$ cat config.mk
export PLATFORM = sky130hd
export DESIGN_NAME = rumble_command_throttler_core
export DESIGN_NICKNAME = d
export VERILOG_FILES = /design/src/sv/rcthr_pkg.sv /design/src/sv/rumble_command_throttler_core.sv /design/src/sv/rcthr_front.sv /design/src/sv/rcthr_queue.sv /design/src/sv/rcthr_back.sv
export SDC_FILE = /design/constraint.sdc
export NUM_CORES = 2
export LEC_CHECK = 0
export ABC_AREA = 1
export BUFFER_PORTS_ARGS = -buffer_cell sky130_fd_sc_hd__buf_2
export CAP_MARGIN = 20
export CORE_AREA = 2 2 395 397
export CTS_CLUSTER_SIZE = 14
export DETAILED_ROUTE_END_ITERATION = 7
export DIE_AREA = 0 0 397 399
export HOLD_SLACK_MARGIN = 0.03
export PLACE_DENSITY_LB_ADDON = 0.3
export SLEW_MARGIN = 30
export SYNTH_ARGS = -nofsm -noshare
export SYNTH_HDL_FRONTEND = slang
export SYNTH_SLANG_ARGS = --single-unit
$ cat constraint.sdc
create_clock -name clk -period 12.5 [get_ports clk]
set_clock_uncertainty 0.1 [all_clocks]
set_input_delay 1.25 -clock clk [delete_from_list [all_inputs] [get_ports clk]]
set_output_delay 1.25 -clock clk [all_outputs]
set_load 0.05 [all_outputs]
$ cat src/sv/rcthr_pkg.sv
// ----------------------------------------------------------------------------
// Rumble command throttler package
// Shared types, register indexes and constants for the throttler blocks.
// ----------------------------------------------------------------------------
package rcthr_pkg;

	localparam int LevelW    = 7;
	localparam int CfgIndexW = 3;
	localparam int CfgDataW  = 10;
	localparam int TicksW    = 10;

	localparam int MaxDelayTicksDefault = 1000;
	localparam int QueueDepthDefault    = 2;

	localparam logic [CfgIndexW-1:0] CFG_ATT_MAIN     = 3'd0;
	localparam logic [CfgIndexW-1:0] CFG_ATT_TRIGGERS = 3'd1;
	localparam logic [CfgIndexW-1:0] CFG_TRIGGER_MODE = 3'd2;
	localparam logic [CfgIndexW-1:0] CFG_QUIRK_FLAGS  = 3'd3;
	localparam logic [CfgIndexW-1:0] CFG_THROTTLE     = 3'd4;

	localparam logic [TicksW-1:0] ThrottleReset = 10'd50;

	localparam int QuirkNoPulse   = 0;
	localparam int QuirkNoTrigger = 1;
	localparam int QuirkNoMask    = 2;
	localparam int QuirkReverse   = 3;
	localparam int QuirkSwap      = 4;

	localparam logic [7:0] TriggerModeOff = 8'd2;
	localparam logic [7:0] PulseSustainOn = 8'hFF;
	localparam logic [7:0] LoopCountOn    = 8'hEB;

	localparam int LevelMax = 100;

	typedef logic [LevelW-1:0] level_t;

	typedef struct packed {
		logic [7:0]        att_main;
		logic [7:0]        att_triggers;
		logic [7:0]        trigger_mode;
		logic [4:0]        quirk_flags;
		logic [TicksW-1:0] throttle_ticks;
	} cfg_t;

	typedef struct packed {
		logic   is_tick;
		level_t strong_lvl;
		level_t weak_lvl;
		level_t left;
		level_t right;
	} cmd_t;

endpackage

$ cat src/sv/rumble_command_throttler_core.sv
// ----------------------------------------------------------------------------
// Rumble command throttler core
// Each transaction on the input is either a rumble request or one time tick.
// A request is scaled to four motor levels (0 to 100) by the front end in
// a sequence of states: capture, six multiply or divide steps and the push
// into the queue; a tick goes from capture straight to the push. The front
// end takes one transaction at a time, so the input stays stalled until the
// command is pushed, which waits while the queue is full.
// Commands then wait in a small queue, and the back end retires one per
// cycle while its output register is free, applying the running-maximum
// pending levels, the throttle and send countdowns and the change mask.
// A report transaction appears only when some motor level changed since the
// last report. Configuration is written through the plain write port.
// ----------------------------------------------------------------------------
module rumble_command_throttler_core #(
	parameter int MAX_DELAY_TICKS = rcthr_pkg::MaxDelayTicksDefault,
	parameter int QUEUE_DEPTH     = rcthr_pkg::QueueDepthDefault
) (
	input  logic                               clk,
	input  logic                               arst_n,
	input  logic                               cfg_write_en,
	input  logic [rcthr_pkg::CfgIndexW-1:0]    cfg_index,
	input  logic [rcthr_pkg::CfgDataW-1:0]     cfg_data,
	input  logic                               in_valid,
	output logic                               in_stall,
	input  logic                               req_type,
	input  logic [15:0]                        weak_request,
	input  logic [15:0]                        strong_request,
	input  logic [9:0]                         left_trigger_pressure,
	input  logic [9:0]                         right_trigger_pressure,
	output logic                               out_valid,
	input  logic                               out_stall,
	output logic [3:0]                         motor_enable_mask,
	output logic [6:0]                         strong_level,
	output logic [6:0]                         weak_level,
	output logic [6:0]                         left_level,
	output logic [6:0]                         right_level,
	output logic [7:0]                         pulse_sustain,
	output logic [7:0]                         pulse_loops
);

	rcthr_pkg::cfg_t cfg_q;
	rcthr_pkg::cmd_t push_cmd, pop_cmd;
	logic            push_valid, push_ready, pop_valid, pop_ready;

	always_ff @(posedge clk or negedge arst_n) begin
		if (!arst_n) begin
			cfg_q.att_main       <= '0;
			cfg_q.att_triggers   <= '0;
			cfg_q.trigger_mode   <= '0;
			cfg_q.quirk_flags    <= '0;
			cfg_q.throttle_ticks <= rcthr_pkg::ThrottleReset;
		end else if (cfg_write_en) begin
			case (cfg_index)
				rcthr_pkg::CFG_ATT_MAIN:     cfg_q.att_main       <= cfg_data[7:0];
				rcthr_pkg::CFG_ATT_TRIGGERS: cfg_q.att_triggers   <= cfg_data[7:0];
				rcthr_pkg::CFG_TRIGGER_MODE: cfg_q.trigger_mode   <= cfg_data[7:0];
				rcthr_pkg::CFG_QUIRK_FLAGS:  cfg_q.quirk_flags    <= cfg_data[4:0];
				rcthr_pkg::CFG_THROTTLE:     cfg_q.throttle_ticks <= cfg_data[9:0];
				default: begin
				end
			endcase
		end
	end

	rcthr_front u_front (
		.clk                    (clk),
		.arst_n                 (arst_n),
		.in_valid               (in_valid),
		.in_stall               (in_stall),
		.req_type               (req_type),
		.weak_request           (weak_request),
		.strong_request         (strong_request),
		.left_trigger_pressure  (left_trigger_pressure),
		.right_trigger_pressure (right_trigger_pressure),
		.cfg                    (cfg_q),
		.push_valid             (push_valid),
		.push_ready             (push_ready),
		.push_cmd               (push_cmd)
	);

	rcthr_queue #(
		.DEPTH (QUEUE_DEPTH)
	) u_queue (
		.clk        (clk),
		.arst_n     (arst_n),
		.push_valid (push_valid),
		.push_ready (push_ready),
		.push_cmd   (push_cmd),
		.pop_valid  (pop_valid),
		.pop_ready  (pop_ready),
		.pop_cmd    (pop_cmd)
	);

	rcthr_back #(
		.MAX_DELAY_TICKS (MAX_DELAY_TICKS)
	) u_back (
		.clk               (clk),
		.arst_n            (arst_n),
		.cfg               (cfg_q),
		.pop_valid         (pop_valid),
		.pop_ready         (pop_ready),
		.pop_cmd           (pop_cmd),
		.out_valid         (out_valid),
		.out_stall         (out_stall),
		.motor_enable_mask (motor_enable_mask),
		.strong_level      (strong_level),
		.weak_level        (weak_level),
		.left_level        (left_level),
		.right_level       (right_level),
		.pulse_sustain     (pulse_sustain),
		.pulse_loops       (pulse_loops)
	);

	a_front_busy_after_accept: assert property (@(posedge clk) disable iff (!arst_n)
		in_valid && !in_stall |=> in_stall)
		else $error("front end took a second transaction while scaling");

	a_levels_in_range: assert property (@(posedge clk) disable iff (!arst_n)
		out_valid |-> strong_level <= 7'(rcthr_pkg::LevelMax)
			&& weak_level <= 7'(rcthr_pkg::LevelMax)
			&& left_level <= 7'(rcthr_pkg::LevelMax)
			&& right_level <= 7'(rcthr_pkg::LevelMax))
		else $error("report carries a motor level above full scale");

	a_report_enables_motor: assert property (@(posedge clk) disable iff (!arst_n)
		out_valid |-> motor_enable_mask != 4'd0)
		else $error("report sent with no motor enabled");

endmodule

$ cat src/sv/rcthr_front.sv
// ----------------------------------------------------------------------------
// Rumble throttler front end
// Accepts requests and ticks, scales a request to four motor levels over a
// short sequence of multiply and divide steps, and queues the command.
// ----------------------------------------------------------------------------
module rcthr_front (
	input  logic                clk,
	input  logic                arst_n,
	input  logic                in_valid,
	output logic                in_stall,
	input  logic                req_type,
	input  logic [15:0]         weak_request,
	input  logic [15:0]         strong_request,
	input  logic [9:0]          left_trigger_pressure,
	input  logic [9:0]          right_trigger_pressure,
	input  rcthr_pkg::cfg_t     cfg,
	output logic                push_valid,
	input  logic                push_ready,
	output rcthr_pkg::cmd_t     push_cmd
);

	typedef enum logic [7:0] {
		F_IDLE    = 8'b00000001,
		F_PT_MUL  = 8'b00000010,
		F_PT_DIV  = 8'b00000100,
		F_TRG_MUL = 8'b00001000,
		F_TRG_DIV = 8'b00010000,
		F_LVL_MUL = 8'b00100000,
		F_LVL_DIV = 8'b01000000,
		F_PUSH    = 8'b10000000
	} front_state_t;

	localparam logic [7:0]  Percent    = 8'd100;
	localparam logic [12:0] Div100Mul  = 13'd5243;
	localparam int          Div100Shft = 19;
	localparam logic [16:0] RoundTrig  = 17'd511;
	localparam logic [22:0] RoundLvl   = 23'd32767;

	function automatic rcthr_pkg::level_t clamp_pct(input logic [7:0] att);
		return (att >= Percent) ? '0 : rcthr_pkg::LevelW'(Percent - att);
	endfunction

	// The quotient stays at or below 100, so one correction step is exact.
	function automatic rcthr_pkg::level_t div1023(input logic [16:0] n);
		logic [6:0]  q0;
		logic [10:0] r;
		q0 = n[16:10];
		r  = {1'b0, n[9:0]} + 11'(q0);
		return (r >= 11'd1023) ? q0 + 7'd1 : q0;
	endfunction

	function automatic rcthr_pkg::level_t div65535(input logic [22:0] n);
		logic [6:0]  q0;
		logic [16:0] r;
		q0 = n[22:16];
		r  = {1'b0, n[15:0]} + 17'(q0);
		return (r >= 17'd65535) ? q0 + 7'd1 : q0;
	endfunction

	front_state_t state_q, state_d;

	logic               is_tick_q;
	logic [15:0]        weak_q, strong_q;
	logic [9:0]         lz_q, rz_q;
	logic [13:0]        prod_pt_q;
	rcthr_pkg::level_t  pt_q, tl_q, tr_q;
	logic [16:0]        trg_l_q, trg_r_q;
	logic [22:0]        prod_s_q, prod_w_q, prod_l_q, prod_r_q;
	rcthr_pkg::level_t  lvl_s_q, lvl_w_q, lvl_l_q, lvl_r_q;

	rcthr_pkg::level_t  pm, ct;
	logic [26:0]        pt_full;
	logic [15:0]        mx;
	logic               trig_off;

	assign pm       = clamp_pct(cfg.att_main);
	assign ct       = clamp_pct(cfg.att_triggers);
	assign pt_full  = 27'(prod_pt_q) * 27'(Div100Mul);
	assign mx       = (weak_q > strong_q) ? weak_q : strong_q;
	assign trig_off = (cfg.trigger_mode == rcthr_pkg::TriggerModeOff);

	assign in_stall   = (state_q != F_IDLE);
	assign push_valid = (state_q == F_PUSH);
	assign push_cmd   = '{is_tick: is_tick_q, strong_lvl: lvl_s_q, weak_lvl: lvl_w_q,
		left: lvl_l_q, right: lvl_r_q};

	always_comb begin
		state_d = state_q;
		case (state_q)
			F_IDLE: begin
				if (in_valid) begin
					state_d = req_type ? F_PUSH : F_PT_MUL;
				end
			end
			F_PT_MUL:  state_d = F_PT_DIV;
			F_PT_DIV:  state_d = F_TRG_MUL;
			F_TRG_MUL: state_d = F_TRG_DIV;
			F_TRG_DIV: state_d = F_LVL_MUL;
			F_LVL_MUL: state_d = F_LVL_DIV;
			F_LVL_DIV: state_d = F_PUSH;
			F_PUSH: begin
				if (push_ready) begin
					state_d = F_IDLE;
				end
			end
			default:   state_d = F_IDLE;
		endcase
	end

	always_ff @(posedge clk or negedge arst_n) begin
		if (!arst_n) begin
			state_q <= F_IDLE;
		end else begin
			state_q <= state_d;
		end
	end

	always_ff @(posedge clk) begin
		case (state_q)
			F_IDLE: begin
				if (in_valid) begin
					is_tick_q <= req_type;
					weak_q    <= weak_request;
					strong_q  <= strong_request;
					lz_q      <= left_trigger_pressure;
					rz_q      <= right_trigger_pressure;
				end
			end
			F_PT_MUL: begin
				prod_pt_q <= 14'(ct) * 14'(pm);
			end
			F_PT_DIV: begin
				pt_q <= rcthr_pkg::LevelW'(pt_full >> Div100Shft);
			end
			F_TRG_MUL: begin
				trg_l_q <= 17'(lz_q) * 17'(pt_q) + RoundTrig;
				trg_r_q <= 17'(rz_q) * 17'(pt_q) + RoundTrig;
			end
			F_TRG_DIV: begin
				tl_q <= trig_off ? '0 : div1023(trg_l_q);
				tr_q <= trig_off ? '0 : div1023(trg_r_q);
			end
			F_LVL_MUL: begin
				prod_s_q <= 23'(strong_q) * 23'(pm) + RoundLvl;
				prod_w_q <= 23'(weak_q) * 23'(pm) + RoundLvl;
				prod_l_q <= 23'(mx) * 23'(tl_q) + RoundLvl;
				prod_r_q <= 23'(mx) * 23'(tr_q) + RoundLvl;
			end
			F_LVL_DIV: begin
				lvl_s_q <= div65535(prod_s_q);
				lvl_w_q <= div65535(prod_w_q);
				lvl_l_q <= div65535(prod_l_q);
				lvl_r_q <= div65535(prod_r_q);
			end
			default: begin
			end
		endcase
	end

endmodule

$ cat src/sv/rcthr_queue.sv
// ----------------------------------------------------------------------------
// Rumble throttler command queue
// Small register queue that decouples the front end from the back end.
// ----------------------------------------------------------------------------
module rcthr_queue #(
	parameter int DEPTH = rcthr_pkg::QueueDepthDefault
) (
	input  logic            clk,
	input  logic            arst_n,
	input  logic            push_valid,
	output logic            push_ready,
	input  rcthr_pkg::cmd_t push_cmd,
	output logic            pop_valid,
	input  logic            pop_ready,
	output rcthr_pkg::cmd_t pop_cmd
);

	localparam int PtrW = (DEPTH > 1) ? $clog2(DEPTH) : 1;
	localparam int CntW = $clog2(DEPTH + 1);
	localparam logic [PtrW-1:0] LastPtr = PtrW'(DEPTH - 1);
	localparam logic [CntW-1:0] Full    = CntW'(DEPTH);

	rcthr_pkg::cmd_t entry_q [DEPTH];
	logic [PtrW-1:0] wr_ptr_q, rd_ptr_q;
	logic [CntW-1:0] count_q;
	logic            do_push, do_pop;

	assign push_ready = (count_q != Full);
	assign pop_valid  = (count_q != '0);
	assign pop_cmd    = entry_q[rd_ptr_q];
	assign do_push    = push_valid && push_ready;
	assign do_pop     = pop_valid && pop_ready;

	always_ff @(posedge clk) begin
		if (do_push) begin
			entry_q[wr_ptr_q] <= push_cmd;
		end
	end

	always_ff @(posedge clk or negedge arst_n) begin
		if (!arst_n) begin
			wr_ptr_q <= '0;
			rd_ptr_q <= '0;
			count_q  <= '0;
		end else begin
			if (do_push) begin
				wr_ptr_q <= (wr_ptr_q == LastPtr) ? '0 : wr_ptr_q + 1'b1;
			end
			if (do_pop) begin
				rd_ptr_q <= (rd_ptr_q == LastPtr) ? '0 : rd_ptr_q + 1'b1;
			end
			if (do_push && !do_pop) begin
				count_q <= count_q + 1'b1;
			end else if (do_pop && !do_push) begin
				count_q <= count_q - 1'b1;
			end
		end
	end

endmodule

$ cat src/sv/rcthr_back.sv
// ----------------------------------------------------------------------------
// Rumble throttler back end
// Keeps the pending and shadow levels and the countdowns, runs one queued
// command per cycle unless a report stalls, and registers the motor report.
// ----------------------------------------------------------------------------
module rcthr_back #(
	parameter int MAX_DELAY_TICKS = rcthr_pkg::MaxDelayTicksDefault
) (
	input  logic              clk,
	input  logic              arst_n,
	input  rcthr_pkg::cfg_t   cfg,
	input  logic              pop_valid,
	output logic              pop_ready,
	input  rcthr_pkg::cmd_t   pop_cmd,
	output logic              out_valid,
	input  logic              out_stall,
	output logic [3:0]        motor_enable_mask,
	output rcthr_pkg::level_t strong_level,
	output rcthr_pkg::level_t weak_level,
	output rcthr_pkg::level_t left_level,
	output rcthr_pkg::level_t right_level,
	output logic [7:0]        pulse_sustain,
	output logic [7:0]        pulse_loops
);

	localparam int TW = rcthr_pkg::TicksW;
	localparam logic [TW-1:0] MaxDelay = TW'(MAX_DELAY_TICKS);

	function automatic logic [3:0] exchange_bits(input logic [3:0] v, input logic [1:0] a,
		input logic [1:0] b);
		logic [3:0] r;
		r    = v;
		r[a] = v[b];
		r[b] = v[a];
		return r;
	endfunction

	rcthr_pkg::level_t pend_q [4];
	rcthr_pkg::level_t shadow_q [4];
	logic              sched_q;
	logic [TW-1:0]     send_cnt_q, thr_cnt_q;
	logic              out_valid_q;

	rcthr_pkg::level_t req_lvl [4];
	rcthr_pkg::level_t pend_upd [4];
	rcthr_pkg::level_t cmp_l, cmp_r;
	logic [3:0]        en_raw, en1, en2, en3;
	logic [TW-1:0]     thr_dec, cnt_dec, delay;
	logic              do_pop, send, report;
	logic              no_trig;

	assign req_lvl[0] = pop_cmd.strong_lvl;
	assign req_lvl[1] = pop_cmd.weak_lvl;
	assign req_lvl[2] = pop_cmd.left;
	assign req_lvl[3] = pop_cmd.right;
	assign no_trig    = cfg.quirk_flags[rcthr_pkg::QuirkNoTrigger];

	always_comb begin
		for (int i = 0; i < 4; i++) begin
			if (pop_cmd.is_tick) begin
				pend_upd[i] = pend_q[i];
			end else if (req_lvl[i] == '0) begin
				pend_upd[i] = '0;
			end else begin
				pend_upd[i] = (req_lvl[i] > pend_q[i]) ? req_lvl[i] : pend_q[i];
			end
		end
	end

	assign cmp_l = no_trig ? '0 : pend_upd[2];
	assign cmp_r = no_trig ? '0 : pend_upd[3];

	assign en_raw[0] = (pend_upd[1] != shadow_q[1]);
	assign en_raw[1] = (pend_upd[0] != shadow_q[0]);
	assign en_raw[2] = !no_trig && (cmp_r != shadow_q[3]);
	assign en_raw[3] = !no_trig && (cmp_l != shadow_q[2]);

	assign en1 = cfg.quirk_flags[rcthr_pkg::QuirkNoMask] ? 4'hF : en_raw;
	assign en2 = cfg.quirk_flags[rcthr_pkg::QuirkReverse] ?
		exchange_bits(exchange_bits(en1, 2'd1, 2'd2), 2'd0, 2'd3) : en1;
	assign en3 = cfg.quirk_flags[rcthr_pkg::QuirkSwap] ?
		exchange_bits(exchange_bits(en2, 2'd0, 2'd2), 2'd1, 2'd3) : en2;

	assign thr_dec = (thr_cnt_q != '0) ? thr_cnt_q - 1'b1 : thr_cnt_q;
	assign cnt_dec = (send_cnt_q != '0) ? send_cnt_q - 1'b1 : send_cnt_q;
	assign delay   = (thr_cnt_q > MaxDelay) ? MaxDelay : thr_cnt_q;

	assign send   = pop_cmd.is_tick ? (sched_q && cnt_dec == '0)
		: (!sched_q && delay == '0);
	assign report = send && (en_raw != '0);

	assign pop_ready = !out_valid_q || !out_stall;
	assign do_pop    = pop_valid && pop_ready;
	assign out_valid = out_valid_q;

	always_ff @(posedge clk or negedge arst_n) begin
		if (!arst_n) begin
			for (int i = 0; i < 4; i++) begin
				pend_q[i]   <= '0;
				shadow_q[i] <= '0;
			end
			sched_q     <= 1'b0;
			send_cnt_q  <= '0;
			thr_cnt_q   <= rcthr_pkg::ThrottleReset;
			out_valid_q <= 1'b0;
		end else begin
			if (pop_ready) begin
				out_valid_q <= do_pop && report;
			end
			if (do_pop) begin
				if (pop_cmd.is_tick) begin
					thr_cnt_q <= thr_dec;
					if (sched_q) begin
						send_cnt_q <= cnt_dec;
					end
				end else begin
					for (int i = 0; i < 4; i++) begin
						pend_q[i] <= pend_upd[i];
					end
					if (!sched_q && delay != '0) begin
						sched_q    <= 1'b1;
						send_cnt_q <= delay;
					end
				end
				if (send) begin
					sched_q <= 1'b0;
				end
				if (report) begin
					for (int i = 0; i < 4; i++) begin
						shadow_q[i] <= pend_upd[i];
						pend_q[i]   <= '0;
					end
					thr_cnt_q <= cfg.throttle_ticks;
				end
			end
		end
	end

	always_ff @(posedge clk) begin
		if (do_pop && report) begin
			motor_enable_mask <= en3;
			strong_level      <= pend_upd[0];
			weak_level        <= pend_upd[1];
			left_level        <= cmp_l;
			right_level       <= cmp_r;
			pulse_sustain     <= cfg.quirk_flags[rcthr_pkg::QuirkNoPulse] ? 8'd0
				: rcthr_pkg::PulseSustainOn;
			pulse_loops       <= cfg.quirk_flags[rcthr_pkg::QuirkNoPulse] ? 8'd0
				: rcthr_pkg::LoopCountOn;
		end
	end

endmodule
==> qor.csv <==
metric;value;unit
status;complete, no violations;
cts-resized-gates;0;
ioPinCount;121;
fp.dieW;397;µm
drtPass1Iterations;6;
drtIter0Drc;2188;
postCtsSetupBuffers;0;
core_area;0.154;mm²
slowest_delay;0.69;ns
syn_inst;5220;
clk_path_buf_depth;3;
rrSetupSlack;4.82;ns
groute.usage.overall;14.4;%
whs;0.345;ns
yosysTopAreaCellShare;21.7;%
fin_nets;6349;
insertion_delay;0.64;ns
rr_startpoint;u_front.strong_q[1]$_DFFE_PP_;
fmax;130;MHz
min_period;7.68;ns
ys_warn_count;0;
critPathKind;reg -> reg;
grt_max_degree;76;
num_rows;144;
cts_buffers;52;
cts_root_buf;clkbuf_16;
port_buffers;118;
cp_data_required_time;12.77;ns
yosys.area_share.simple;16.1;%
slowest_stage;o21ai_1;
fin_tns_setup;0;ns
arrival;7.95;ns
start_util;29.9;%
holdPathStages;0;
r2r-end;u_front.prod_r_q[20]$_DFFE_PN_;
synthArstFlopShare;27.9;%
synth_compound_area_share;6.93;%
worst_slew_pin_slew;1.04;ns
antenna_found_initial;7;
grt_pass1_vias;34500;
synth_xor_area_share;3.35;%
hold_start;u_front.lvl_w_q[6]$_DFFE_PP_;
grt_setup_unrepaired;no;
ctsHoldBuffers;0;
synthMuxAreaShare;0.122;%
die_h;399;µm
slew_headroom;30.8;%
cts_sinks;462;
synth_top_family_by_area;adder cells;
avgSynthCellArea;8.81;µm²
ant_nets;0;
yosysUniqueCellTypes;64;
yosysTopAreaCell;edfxtp_1;
dp_hpwl;88900;µm
syn_area;0.0460;mm²
regArea;0.0132;mm²
min_to;u_queue.entry_q[0][20]$_DFFE_PP_;
maxCapViolCount;0;
nFillCells;16100;
cts_htree_levels;2;
setup_viol;0;
drt_wl_total;111000;µm
synth_area_leaders;edfxtp_1 (22%), fa_1 (21%), ha_1 (13%), inv_1 (9.0%), nand2_1 (8.1%);
dieArea;0.158;mm²
gp_congestion;0.877;
via_per_inst;4.53;
grt-ovfl-total;0;
synth_edf_count;333;
finalHoldViolations;0;
critPathLaunchType;flop;
area_growth;10.2;%
drive_above_1_share;5.96;%
end_kind;flop;
min_period_over_period;61.5;%
clk_pin_slew;0.07;ns
grt_pass1_wl;185000;µm
drc;0;
synth-seq-area-share;28.8;%
r2r_cells;30;
cts_tree;built;
routedWlPerCell;15.0;µm
slew_viol_final;0;
dr_total_vias;33500;
ys_ff_latch;462;
hp-class;reg -> reg;
synthFlopType;edfxtp_1;
multi_input_area;0.0280;mm²
crit_fanout;10;
yosys.area_share.adder;34.2;%
## cells by family (layout without fill, tap and decap cells)
logic type / count (synthesis) / after routing
other: 1 / 4
flip-flops: 462 / 462
multiplexers: 5 / 5
buffers and inverters: 1241 / 1370
XOR/XNOR: 176 / 176
AND/OR/NAND/NOR: 1796 / 1796
AO/OA/AOI/OAI: 569 / 569
adder cells (fa/ha/maj): 970 / 970
## synth_stat cells, types with 4 or more instances
library cell,n
inv_1,1101
nand2_1,994
ha_1,488
fa_1,482
nor2_1,464
edfxtp_1,333
a21oi_1,199
o21ai_0,182
nand3_1,164
dfrtp_1,122
xor2_1,118
clkbuf_1,80
o21ai_1,66
xnor2_1,58
nand4_1,52
nor3_1,40
nor4_1,21
buf_4,20
a31oi_1,19
a21boi_0,15
o21bai_1,15
nand3_2,13
inv_2,12
o211ai_1,12
nand3b_1,11
buf_2,10
o21a_1,10
a21o_1,8
buf_6,8
a211oi_1,7
dfstp_2,7
nor3b_1,7
o31ai_1,7
and3_1,6
nand2_2,6
nor2_2,6
buf_1,5
mux2_2,5
o22ai_1,5
or2_2,5
clkinv_1,4
## sequential cells by signal, summed over array words and instances, names as in the netlist, 14 cells and up
register / flops
u_front.trg_l_q: 17
u_front.prod_r_q: 23
u_front.trg_r_q: 17
u_back.shadow_q: 28
u_queue.entry_q: 58
u_front.prod_s_q: 23
cfg_q: 39
u_front.weak_q: 16
u_front.prod_l_q: 23
u_front.prod_pt_q: 14
u_back.pend_q: 28
u_front.prod_w_q: 23
u_front.strong_q: 16
## per-layer routing
metal | part of all wire, % | GRT usage (%) | vias to the layer above
li1 | - | - | 16600
met1 | 50 | 20.7 | 16200
met2 | 44 | 23.0 | 614
met3 | 3.9 | 1.59 | 142
met4 | 2.6 | 3.85 | 2
met5 | 0.013 | 0 | -
## layout make-up
| class | instances | share of cell area [%] |
|---|---|---|
| Antenna cell | 2 | 0.00987 |
| Tap cell | 2044 | 5.04 |
| Timing Repair Buffer | 156 | 1.75 |
| Inverter | 1118 | 8.28 |
| Clock buffer | 60 | 2.65 |
| Multi-Input combinational cell | 3518 | 55.3 |
| Clock inverter | 36 | 0.908 |
| Sequential cell | 462 | 26.1 |
## placed cells by master, fill, tap and decap left out, types with 11 or more instances in the layout
cell and count:
nand2_1 994, buf_4 37, nand3b_1 11, clkbuf_16 52, o21ai_1 68, a31oi_1 19
inv_2 12, nor3_1 40, a21boi_0 15, nand4_1 52, nand3_1 164, o21ai_0 178
nor4_1 17, nor2_1 461, dfrtp_1 121, xor2_1 118, nand3_2 12, inv_1 1100
xnor2_1 58, fa_1 482, ha_1 488, o21bai_1 15, edfxtp_1 333, a21oi_1 199
buf_2 117, o211ai_1 12
## through the flow
stage / utilization [%] / setup slack, ns / std cells / cell area, µm²
CTS: 33.0 / 4.68 / 7394 / 50700
global placement: 31.8 / 4.85 / 7298 / 48900
finish: 33.0 / 4.82 / 7396 / 50700
detailed placement: 31.8 / 4.70 / 7298 / 48900
global route: 33.0 / 4.02 / 7395 / 50700
floorplan: - / 5.75 / 5221 / 46000
## worst max-delay path by stage
stage               cells past startpoint                        endpoint                          start
finish                                 30  u_front.prod_r_q[20]$_DFFE_PN_  u_front.strong_q[1]$_DFFE_PP_
global route                           30  u_front.prod_r_q[20]$_DFFE_PN_  u_front.strong_q[1]$_DFFE_PP_
CTS                                    30  u_front.prod_r_q[20]$_DFFE_PN_  u_front.strong_q[1]$_DFFE_PP_
detailed placement                     30  u_front.prod_r_q[20]$_DFFE_PN_  u_front.strong_q[1]$_DFFE_PP_
global placement                       30  u_front.prod_r_q[20]$_DFFE_PN_  u_front.strong_q[1]$_DFFE_PP_
floorplan                              31  u_front.prod_r_q[20]$_DFFE_PN_  u_front.strong_q[1]$_DFFE_PP_
## critical path: cells and delay by family (launching register included)
kind,cells,cell delay [ns]
flops,1,0.37
simple gates,9,0.82
fa+ha+maj,6,2.67
compound gates,11,3.15
buf+inv,4,0.29
Power is left out: the tool's default activity adds up to more than one toggle a clock period on the data nets, which glitch-free logic cannot reach.
